File: src/design/tcw_pkg.sv
// tcw_pkg: shared types and constants for the tcp reno congestion window block
package tcw_pkg;

	localparam int SEQ_W     = 32;
	localparam int MSS_W     = 16;
	localparam int CNT_W     = 8;
	localparam int CFG_IDX_W = 1;

	localparam int DEFAULT_SEGMENT_SIZE_C = 1460;

	localparam logic [CFG_IDX_W-1:0] CFG_MSS    = 1'd0;
	localparam logic [CFG_IDX_W-1:0] CFG_THRESH = 1'd1;

	localparam logic [SEQ_W-1:0] THRESH_RST = 32'd65535;
	localparam logic [CNT_W-1:0] DUP_MAX    = 8'hFF;
	localparam logic [CNT_W-1:0] DUP_ENTER  = 8'd3;

	typedef enum logic [1:0] {
		CLS_NEW     = 2'd0,
		CLS_DUP     = 2'd1,
		CLS_OTHER   = 2'd2,
		CLS_TIMEOUT = 2'd3
	} cls_t;

	typedef enum logic [1:0] {
		ST_IDLE,
		ST_EVAL,
		ST_DIV,
		ST_DONE
	} ctl_state_t;

	typedef struct packed {
		logic capture;
		logic eval;
		logic div_start;
		logic commit;
	} cmd_t;

	typedef struct packed {
		logic need_div;
		logic div_done;
		logic out_free;
	} sts_t;

endpackage

File: src/design/tcw_div.sv
// tcw_div: restoring unsigned divider, one quotient bit per cycle
module tcw_div (
	input  logic                     clk,
	input  logic                     arst_n,
	input  logic                     start,
	input  logic [tcw_pkg::SEQ_W-1:0] dividend,
	input  logic [tcw_pkg::SEQ_W-1:0] divisor,
	output logic                     done,
	output logic [tcw_pkg::SEQ_W-1:0] quotient
);
	import tcw_pkg::*;

	localparam int CW = $clog2(SEQ_W);

	logic            busy_q;
	logic            done_q;
	logic [CW-1:0]   cnt_q;
	logic [SEQ_W-1:0] rem_q;
	logic [SEQ_W-1:0] quo_q;
	logic [SEQ_W-1:0] dsr_q;
	logic [SEQ_W:0]   shifted;
	logic [SEQ_W:0]   diff;
	logic            fits;

	// shift in the next dividend bit and try the subtract
	assign shifted = {rem_q, quo_q[SEQ_W-1]};
	assign diff    = shifted - {1'b0, dsr_q};
	assign fits    = !diff[SEQ_W];

	always_ff @(posedge clk or negedge arst_n) begin
		if (!arst_n) begin
			busy_q <= 1'b0;
			done_q <= 1'b0;
			cnt_q  <= '0;
		end else begin
			// last quotient bit goes in at this edge
			done_q <= !start && busy_q && (cnt_q == CW'(SEQ_W - 1));
			if (start) begin
				busy_q <= 1'b1;
				cnt_q  <= '0;
			end else if (busy_q) begin
				cnt_q <= cnt_q + 1'b1;
				if (cnt_q == CW'(SEQ_W - 1))
					busy_q <= 1'b0;
			end
		end
	end

	always_ff @(posedge clk) begin
		if (start) begin
			rem_q <= '0;
			quo_q <= dividend;
			dsr_q <= divisor;
		end else if (busy_q) begin
			rem_q <= fits ? diff[SEQ_W-1:0] : shifted[SEQ_W-1:0];
			quo_q <= {quo_q[SEQ_W-2:0], fits};
		end
	end

	assign done     = done_q;
	assign quotient = quo_q;

endmodule

File: src/design/tcw_datapath.sv
// tcw_datapath: flow state, ack classification, window arithmetic and result register
module tcw_datapath #(
	parameter int DEFAULT_SEGMENT_SIZE = tcw_pkg::DEFAULT_SEGMENT_SIZE_C
) (
	input  logic                         clk,
	input  logic                         arst_n,
	input  tcw_pkg::cmd_t                cmd,
	output tcw_pkg::sts_t                sts,
	input  logic                         mode,
	input  logic [tcw_pkg::SEQ_W-1:0]    ack_number,
	input  logic [tcw_pkg::SEQ_W-1:0]    send_unacked,
	input  logic [tcw_pkg::SEQ_W-1:0]    send_next,
	input  logic                         carries_data_or_fin,
	input  logic                         cfg_we,
	input  logic [tcw_pkg::CFG_IDX_W-1:0] cfg_index,
	input  logic [tcw_pkg::SEQ_W-1:0]    cfg_data,
	input  logic                         result_ready,
	output logic                         result_valid,
	output logic [1:0]                   ack_class,
	output logic [tcw_pkg::SEQ_W-1:0]    congestion_window,
	output logic [tcw_pkg::SEQ_W-1:0]    slow_start_threshold,
	output logic                         fast_recovery,
	output logic [tcw_pkg::CNT_W-1:0]    duplicate_count,
	output logic                         retransmit_request
);
	import tcw_pkg::*;

	localparam logic [MSS_W-1:0] MSS_DEF    = MSS_W'(DEFAULT_SEGMENT_SIZE);
	localparam logic [SEQ_W-1:0] MSS_SQ_DEF =
		SEQ_W'(longint'(DEFAULT_SEGMENT_SIZE) * longint'(DEFAULT_SEGMENT_SIZE));

	function automatic logic [SEQ_W-1:0] sat_add(input logic [SEQ_W-1:0] a,
			input logic [SEQ_W-1:0] b);
		logic [SEQ_W:0] s;
		s = {1'b0, a} + {1'b0, b};
		return s[SEQ_W] ? '1 : s[SEQ_W-1:0];
	endfunction

	// flow state
	logic [MSS_W-1:0] mss_q;
	logic [SEQ_W-1:0] mss_sq_q;
	logic [SEQ_W-1:0] win_q;
	logic [SEQ_W-1:0] thr_q;
	logic             rec_q;
	logic [SEQ_W-1:0] rp_q;
	logic [CNT_W-1:0] dup_q;

	// captured word
	logic             mode_q;
	logic [SEQ_W-1:0] ack_q;
	logic [SEQ_W-1:0] una_q;
	logic [SEQ_W-1:0] nxt_q;
	logic             dat_q;

	// evaluation results
	cls_t             cls_q;
	logic [SEQ_W-1:0] half_q;

	// result register
	logic             res_valid_q;
	logic [1:0]       res_cls_q;
	logic [SEQ_W-1:0] res_win_q;
	logic [SEQ_W-1:0] res_thr_q;
	logic             res_rec_q;
	logic [CNT_W-1:0] res_dup_q;
	logic             res_rex_q;

	logic [MSS_W-1:0] cfg_mss;
	cls_t             cls_c;
	logic [SEQ_W-1:0] flight;
	logic [SEQ_W-1:0] half_c;
	logic [SEQ_W-1:0] floor2;
	logic [SEQ_W-1:0] mss_w;
	logic [SEQ_W-1:0] mss3;
	logic [SEQ_W-1:0] divisor;
	logic [SEQ_W-1:0] quo;
	logic [SEQ_W-1:0] inc;
	logic             div_done;
	logic [CNT_W-1:0] dup_inc;

	logic [SEQ_W-1:0] win_n;
	logic [SEQ_W-1:0] thr_n;
	logic             rec_n;
	logic [SEQ_W-1:0] rp_n;
	logic [CNT_W-1:0] dup_n;
	logic             rex_n;

	assign cfg_mss = (cfg_data[MSS_W-1:0] == '0) ? MSS_DEF : cfg_data[MSS_W-1:0];
	assign mss_w   = {{(SEQ_W-MSS_W){1'b0}}, mss_q};
	assign floor2  = {{(SEQ_W-MSS_W-1){1'b0}}, mss_q, 1'b0};
	assign mss3    = floor2 + mss_w;

	// classify the captured word
	always_comb begin
		if (mode_q)
			cls_c = CLS_TIMEOUT;
		else if (ack_q > una_q && ack_q <= nxt_q)
			cls_c = CLS_NEW;
		else if (ack_q == una_q && !dat_q)
			cls_c = CLS_DUP;
		else
			cls_c = CLS_OTHER;
	end

	// half the flight, never below two segments
	assign flight = (nxt_q > una_q) ? (nxt_q - una_q) : '0;
	assign half_c = ((flight >> 1) < floor2) ? floor2 : (flight >> 1);

	assign divisor = (win_q == '0) ? SEQ_W'(1) : win_q;

	tcw_div u_div (
		.clk      (clk),
		.arst_n   (arst_n),
		.start    (cmd.div_start),
		.dividend (mss_sq_q),
		.divisor  (divisor),
		.done     (div_done),
		.quotient (quo)
	);

	assign inc     = (quo == '0) ? SEQ_W'(1) : quo;
	assign dup_inc = (dup_q == DUP_MAX) ? DUP_MAX : dup_q + 1'b1;

	// next flow state at commit
	always_comb begin
		win_n = win_q;
		thr_n = thr_q;
		rec_n = rec_q;
		rp_n  = rp_q;
		dup_n = dup_q;
		rex_n = 1'b0;
		case (cls_q)
			CLS_TIMEOUT: begin
				thr_n = half_q;
				win_n = mss_w;
				dup_n = '0;
				rec_n = 1'b0;
				rp_n  = '0;
			end
			CLS_NEW: begin
				dup_n = '0;
				if (rec_q) begin
					win_n = (thr_q < mss_w) ? mss_w : thr_q;
					if (ack_q >= rp_q)
						rec_n = 1'b0;
				end else if (win_q < thr_q) begin
					win_n = sat_add(win_q, mss_w);
				end else begin
					win_n = sat_add(win_q, inc);
				end
			end
			CLS_DUP: begin
				dup_n = dup_inc;
				if (rec_q) begin
					win_n = sat_add(win_q, mss_w);
				end else if (dup_inc == DUP_ENTER) begin
					thr_n = half_q;
					rp_n  = nxt_q;
					win_n = sat_add(half_q, mss3);
					rec_n = 1'b1;
					rex_n = 1'b1;
				end
			end
			default: begin
				dup_n = '0;
			end
		endcase
	end

	always_ff @(posedge clk or negedge arst_n) begin
		if (!arst_n) begin
			mss_q    <= MSS_DEF;
			mss_sq_q <= MSS_SQ_DEF;
			win_q    <= {{(SEQ_W-MSS_W){1'b0}}, MSS_DEF};
			thr_q    <= THRESH_RST;
			rec_q    <= 1'b0;
			rp_q     <= '0;
			dup_q    <= '0;
		end else if (cfg_we) begin
			unique case (cfg_index)
				CFG_MSS: begin
					mss_q    <= cfg_mss;
					mss_sq_q <= SEQ_W'(cfg_mss) * SEQ_W'(cfg_mss);
					win_q    <= {{(SEQ_W-MSS_W){1'b0}}, cfg_mss};
				end
				CFG_THRESH: begin
					thr_q <= cfg_data;
				end
				default: begin
				end
			endcase
		end else if (cmd.commit) begin
			win_q <= win_n;
			thr_q <= thr_n;
			rec_q <= rec_n;
			rp_q  <= rp_n;
			dup_q <= dup_n;
		end
	end

	always_ff @(posedge clk) begin
		if (cmd.capture) begin
			mode_q <= mode;
			ack_q  <= ack_number;
			una_q  <= send_unacked;
			nxt_q  <= send_next;
			dat_q  <= carries_data_or_fin;
		end
		if (cmd.eval) begin
			cls_q  <= cls_c;
			half_q <= half_c;
		end
		if (cmd.commit) begin
			res_cls_q <= cls_q;
			res_win_q <= win_n;
			res_thr_q <= thr_n;
			res_rec_q <= rec_n;
			res_dup_q <= dup_n;
			res_rex_q <= rex_n;
		end
	end

	always_ff @(posedge clk or negedge arst_n) begin
		if (!arst_n)
			res_valid_q <= 1'b0;
		else if (cmd.commit)
			res_valid_q <= 1'b1;
		else if (result_ready)
			res_valid_q <= 1'b0;
	end

	assign sts.need_div = (cls_c == CLS_NEW) && !rec_q && !(win_q < thr_q);
	assign sts.div_done = div_done;
	assign sts.out_free = !res_valid_q || result_ready;

	assign result_valid         = res_valid_q;
	assign ack_class            = res_cls_q;
	assign congestion_window    = res_win_q;
	assign slow_start_threshold = res_thr_q;
	assign fast_recovery        = res_rec_q;
	assign duplicate_count      = res_dup_q;
	assign retransmit_request   = res_rex_q;

endmodule

File: src/design/tcw_ctrl.sv
// tcw_ctrl: sequencing state machine for one word at a time
module tcw_ctrl (
	input  logic          clk,
	input  logic          arst_n,
	input  logic          item_valid,
	output logic          item_ready,
	input  tcw_pkg::sts_t sts,
	output tcw_pkg::cmd_t cmd
);
	import tcw_pkg::*;

	ctl_state_t state_q;
	ctl_state_t state_n;

	always_ff @(posedge clk or negedge arst_n) begin
		if (!arst_n)
			state_q <= ST_IDLE;
		else
			state_q <= state_n;
	end

	always_comb begin
		state_n = state_q;
		unique case (state_q)
			ST_IDLE: if (item_valid) state_n = ST_EVAL;
			ST_EVAL: state_n = sts.need_div ? ST_DIV : ST_DONE;
			ST_DIV:  if (sts.div_done) state_n = ST_DONE;
			ST_DONE: if (sts.out_free) state_n = ST_IDLE;
			default: state_n = ST_IDLE;
		endcase
	end

	always_comb begin
		cmd        = '0;
		item_ready = 1'b0;
		unique case (state_q)
			ST_IDLE: begin
				item_ready  = 1'b1;
				cmd.capture = item_valid;
			end
			ST_EVAL: begin
				cmd.eval      = 1'b1;
				cmd.div_start = sts.need_div;
			end
			ST_DIV: begin
			end
			ST_DONE: begin
				cmd.commit = sts.out_free;
			end
			default: begin
			end
		endcase
	end

endmodule

File: src/design/tcp_reno_congestion_window.sv
// tcp_reno_congestion_window: top level of the per-flow congestion window keeper
//
//  channel  signals                                    direction  width of data
//  item     item_valid/item_ready + five ack fields    in         1/32/32/32/1
//  result   result_valid/result_ready + six fields     out        2/32/32/1/8/1
//  cfg      cfg_valid/cfg_ready, cfg_index, cfg_data   in         1 + 32
//
// a word goes from accept to result through capture, classify and commit, with a divide
// added when congestion avoidance needs mss*mss/cwnd from the 32-step serial divider
// the result sits in an output register, so the next word is taken while it waits
// reset loads cwnd with the default segment size and ssthresh with 65535
// cfg_ready is always high; writes are meant to land while no word is in flight
module tcp_reno_congestion_window #(
	parameter int DEFAULT_SEGMENT_SIZE = tcw_pkg::DEFAULT_SEGMENT_SIZE_C
) (
	input  logic                          clk,
	input  logic                          arst_n,
	// ack / timer words
	input  logic                          item_valid,
	output logic                          item_ready,
	input  logic                          mode,
	input  logic [tcw_pkg::SEQ_W-1:0]     ack_number,
	input  logic [tcw_pkg::SEQ_W-1:0]     send_unacked,
	input  logic [tcw_pkg::SEQ_W-1:0]     send_next,
	input  logic                          carries_data_or_fin,
	// result words
	output logic                          result_valid,
	input  logic                          result_ready,
	output logic [1:0]                    ack_class,
	output logic [tcw_pkg::SEQ_W-1:0]     congestion_window,
	output logic [tcw_pkg::SEQ_W-1:0]     slow_start_threshold,
	output logic                          fast_recovery,
	output logic [tcw_pkg::CNT_W-1:0]     duplicate_count,
	output logic                          retransmit_request,
	// register writes
	input  logic                          cfg_valid,
	output logic                          cfg_ready,
	input  logic [tcw_pkg::CFG_IDX_W-1:0] cfg_index,
	input  logic [tcw_pkg::SEQ_W-1:0]     cfg_data
);
	import tcw_pkg::*;

	cmd_t cmd;
	sts_t sts;

	// writes are never back-pressured
	assign cfg_ready = 1'b1;

	// controller: idle, classify, optional divide, commit
	tcw_ctrl u_ctrl (
		.clk        (clk),
		.arst_n     (arst_n),
		.item_valid (item_valid),
		.item_ready (item_ready),
		.sts        (sts),
		.cmd        (cmd)
	);

	// datapath: flow state, arithmetic, divider and result register
	tcw_datapath #(
		.DEFAULT_SEGMENT_SIZE (DEFAULT_SEGMENT_SIZE)
	) u_datapath (
		.clk                  (clk),
		.arst_n               (arst_n),
		.cmd                  (cmd),
		.sts                  (sts),
		.mode                 (mode),
		.ack_number           (ack_number),
		.send_unacked         (send_unacked),
		.send_next            (send_next),
		.carries_data_or_fin  (carries_data_or_fin),
		.cfg_we               (cfg_valid),
		.cfg_index            (cfg_index),
		.cfg_data             (cfg_data),
		.result_ready         (result_ready),
		.result_valid         (result_valid),
		.ack_class            (ack_class),
		.congestion_window    (congestion_window),
		.slow_start_threshold (slow_start_threshold),
		.fast_recovery        (fast_recovery),
		.duplicate_count      (duplicate_count),
		.retransmit_request   (retransmit_request)
	);

endmodule
File: config.mk
export PLATFORM = sky130hd
export DESIGN_NAME = tcp_reno_congestion_window
export DESIGN_NICKNAME = d
export VERILOG_FILES = /design/src/design/tcw_pkg.sv /design/src/design/tcw_div.sv /design/src/design/tcw_datapath.sv /design/src/design/tcw_ctrl.sv /design/src/design/tcp_reno_congestion_window.sv
export SDC_FILE = /design/constraint.sdc
export NUM_CORES = 2
export LEC_CHECK = 0
export BUFFER_PORTS_ARGS = -buffer_cell sky130_fd_sc_hd__buf_4
export CAP_MARGIN = 20
export CELL_PAD_IN_SITES_DETAIL_PLACEMENT = 0
export CELL_PAD_IN_SITES_GLOBAL_PLACEMENT = 1
export CORE_MARGIN = 2
export CORE_UTILIZATION = 30
export DETAILED_ROUTE_END_ITERATION = 8
export MAX_ROUTING_LAYER = met4
export PLACE_DENSITY = 0.5
export RECOVER_POWER = 100
export SLEW_MARGIN = 20
export SYNTH_ARGS = -nofsm -noshare
export SYNTH_HDL_FRONTEND = slang
export SYNTH_HIERARCHICAL = 1
export SYNTH_SLANG_ARGS = --single-unit
File: constraint.sdc
create_clock -name clk -period 8.3 [get_ports clk]
set_input_delay 1.66 -clock clk [delete_from_list [all_inputs] [get_ports clk]]
set_output_delay 1.66 -clock clk [all_outputs]
set_load 0.005 [all_outputs]
==> impl_metrics.toml <==
[outcome]
status = "finished, violations left"
violations = "max-capacitance violations, max-slew violations"

[cts]
cts_setup_buffers = 0
holdBufCountCts = 0
cts_buffers = 59
clk_latency_ps = 700
cts_max_level = 2
cts-root-buf = "clkbuf_16"
clockBufferDepth = 3
tritoncts = "yes"
path_clk_slew_ps = 60
clock-sinks = 464

[worst_setup_path]
timing.rr.start = "u_datapath/nxt_q[0]$_DFFE_PP_"
reg2reg_depth = 22
cp-startpoint = "cfg_data[9]"
required_ps = 8820
arrival_ps = 8420
crit_type = "input pin to flip-flop"
critical-path-max-stage-delay_ps = 530
r2r_end = "u_datapath/half_q[1]$_DFFE_PP_"
cp-end-kind = "flip-flop"
slowest_stage = "fa_1"
worstSetupStartpointType = "input pin"
reg2reg_setup_slack_ps = 950
crit_fanout = 5

[power_and_ir_drop]
pwr-share-seq_pct = 22.3
p_leak_uw = 0.0199
power_frac_comb_pct = 63.2
clock_power_share_pct = 14.5
p_int_uw = 10000
switching_share_pct = 48.4
ir_drop_mv = 0.379
power_uw = 19400
power_density_nw_per_um2 = 431
p_switching_uw = 9390

[grt]
grt_first_pass_wirelength_um = 214000
grt_pass1_vias = 31900
grt.overflow.total = 0
grtUsageTotal_pct = 21.9
antenna_found_initial = 15
grt_start_max_net_pins = 79

[routing]
wl_um = 145000
antenna_left = 0
dr.pass1.iters = 6
wl_per_cell_um = 23.5
drtIter0Drc = 2320
vias = 31700
viasPerCell = 5.15
post-route-drc-count = 0

[cells_and_area]
fin_util_pct = 34.7
design_area_um2 = 45000
fillCellCount = 13500
ff_latch_area_um2 = 12900
most-common-layout-cells = "inv_1 (470), ha_1 (394), nand2_1 (374), a21oi_1 (271), edfxtp_1 (271)"
layout_commonest_cell = "inv_1"
multiInputGateArea_um2 = 23700
areaGrowthSynthToFinish_pct = 14.6
final_layout_size_suffix_gt1_share_pct = 11.8
nets = 5079

[timing]
relSlewSlack_pct = -146
layout_setup_ws_ps = 397
rsz0062_at_grt = "no"
clock_skew_ps = 73.6
fmax_ghz = 0.127
tns_ps = 0
hold_violations = 0
setup_viol = 0
period_minus_slack_ps = 7900
tightest_slew_ps = 3690
finalCritPeriodShare_pct = 95.2
maxSlewViolCount = 691

[hold_path]
min_from = "u_datapath/mss_sq_q[4]$_DFFE_PN1P_"
holdPathEnd = "u_datapath/mss_sq_q[4]$_DFFE_PN1P_"
min_path_cells = 2
hold_path.class = "flip-flop to flip-flop"

[floorplan]
core_um2 = 130000
design.die.area_um2 = 134000
die_w_um = 366
die_y_um = 366
core.rowCount = 132
initial_core_util_pct = 30.3
num_io_pins = 215

[logic_synthesis]
yosys_warnings = 6
synth.cell_area_um2 = 39300
synth.avg_cell_area_um2 = 9.34
synthFlopType = "edfxtp_1"
synthArstFlopShare_pct = 34.7
ys_seq_elements = 464
yosysUniqueCellTypes = 102
synth_edf_count = 271
synthCells = 4207
synth-seq-area-share_pct = 32.7
synthesis.nets = 4921

[place]
dp_hpwl_um = 114000
portBuffers = 213
gp_congestion = 0.891
dp_worst_setup_slack_ps = -330
place_area_um2 = 43100

[job]
maxCapViolCount = 18
## worst max path at each step
stage                                                      to  slack, ps  cells after the start
after floorplan           u_datapath/mss_sq_q[30]$_DFFE_PN0P_          6                     27
after global placement    u_datapath/mss_sq_q[30]$_DFFE_PN0P_       -330                     27
after detailed placement  u_datapath/mss_sq_q[30]$_DFFE_PN0P_       -330                     29
after CTS                 u_datapath/mss_sq_q[30]$_DFFE_PN0P_        340                     25
after global routing      u_datapath/mss_sq_q[28]$_DFFE_PN0P_          8                     24
final                     u_datapath/mss_sq_q[30]$_DFFE_PN0P_        400                     29
## critical path, delay by kind of cell
family                     cells  cell delay [ps]
buffers and inverters          8              660
and+or+nand+nor                6              870
adders and majority gates      7             3270
AOI/OAI and AO/OA              8             1940
## Yosys cell counts, drive strengths merged (13+ instances only)
cell type	number	area, µm²
a2111oi	17	205
a211o	13	114
a211oi	71	533
a21o	103	773
a21oi	272	1370
a221oi	19	166
a22o	21	184
a31oi	39	259
and2	79	495
and3	32	205
and4	16	143
buf	19	129
clkbuf	227	852
dfrtp	127	3180
dfstp	34	893
dfxtp	32	641
edfxtp	271	8140
fa	184	3680
ha	394	4930
inv	470	1760
mux2	46	522
mux2i	65	651
nand2	375	1410
nand2b	51	319
nand3	60	313
nand4	54	338
nor2	239	900
nor2b	26	163
nor3	42	215
nor4	32	200
o211ai	31	233
o21a	36	272
o21ai	254	1290
o21bai	24	180
o221ai	25	219
o22ai	18	113
o31ai	48	360
or2	18	113
xnor2	94	842
xor2	60	526
## kinds of logic (layout without fill, tap and decap cells)
family                   count (synthesis)  in the layout  synth area share [%]
AO/OA/AOI/OAI                         1109           1109                  18.7
other                                    2              9                0.0191
adder cells (fa/ha/maj)                578            578                  21.9
AND/OR/NAND/NOR                       1070           1070                  13.2
multiplexers                           111            111                  2.98
buffers and inverters                  719            928                  7.01
XOR/XNOR                               154            154                  3.48
flip-flops                             464            464                  32.7
## registers in the layout (all words and copies together), names as in the netlist, 5 cells and up
register,count
u_datapath/u_div/cnt_q,5
u_datapath/thr_q,32
u_datapath/u_div/quotient,32
u_datapath/mss_q,16
u_datapath/u_div/rem_q,32
u_datapath/ack_q,32
u_datapath/duplicate_count,8
u_datapath/congestion_window,32
u_datapath/half_q,31
u_datapath/una_q,32
u_datapath/u_div/dsr_q,32
u_datapath/dup_q,8
u_datapath/win_q,32
u_datapath/slow_start_threshold,32
u_datapath/nxt_q,32
u_datapath/mss_sq_q,30
u_datapath/rp_q,32
## layout make-up
type                            instances  share of cell area [%]
Clock inverter                         37                    1.14
Timing Repair Buffer                  343                    5.30
Antenna cell                            7                  0.0389
Multi-Input combinational cell       3024                    52.6
Sequential cell                       464                    28.5
Tap cell                             1742                    4.84
Inverter                              473                    3.94
Clock buffer                           75                    3.61
## layer usage
metal	vias to the layer above	track usage (%)	wire, µm
met5	-	-	0
met4	0	5.39	3770
met3	194	2.95	6970
met2	742	33.9	65800
met1	15500	30.2	68400
li1	15300	-	-
## stage by stage
| stage | cells | hold slack, ps |
|---|---|---|
| 2_1_floorplan | 4207 | 424 |
| 3_3_place_gp | 6046 | 447 |
| 3_5_place_dp | 6046 | 449 |
| 4_1_cts | 6158 | 459 |
| 5_1_grt | 6165 | 490 |
| 6_report | 6165 | 455 |
## repair_timing
| item | in CTS | in global routing |
|---|---|---|
| endpoints found under the setup margin | 0 | 2 |
| endpoints found under the hold margin | 0 | 0 |
| gates resized for setup | 0 | 4 |
## power by group through the flow
stage	clock network, µW	logic [µW]	registers (µW)
after floorplan	0	7930	3920
after global placement	0	12500	4350
after detailed placement	0	12400	4350
after CTS	2900	12500	4320
after global routing	2990	13700	4420
final	2810	12300	4330
No activity file was read; power rests on OpenSTA's default activity.
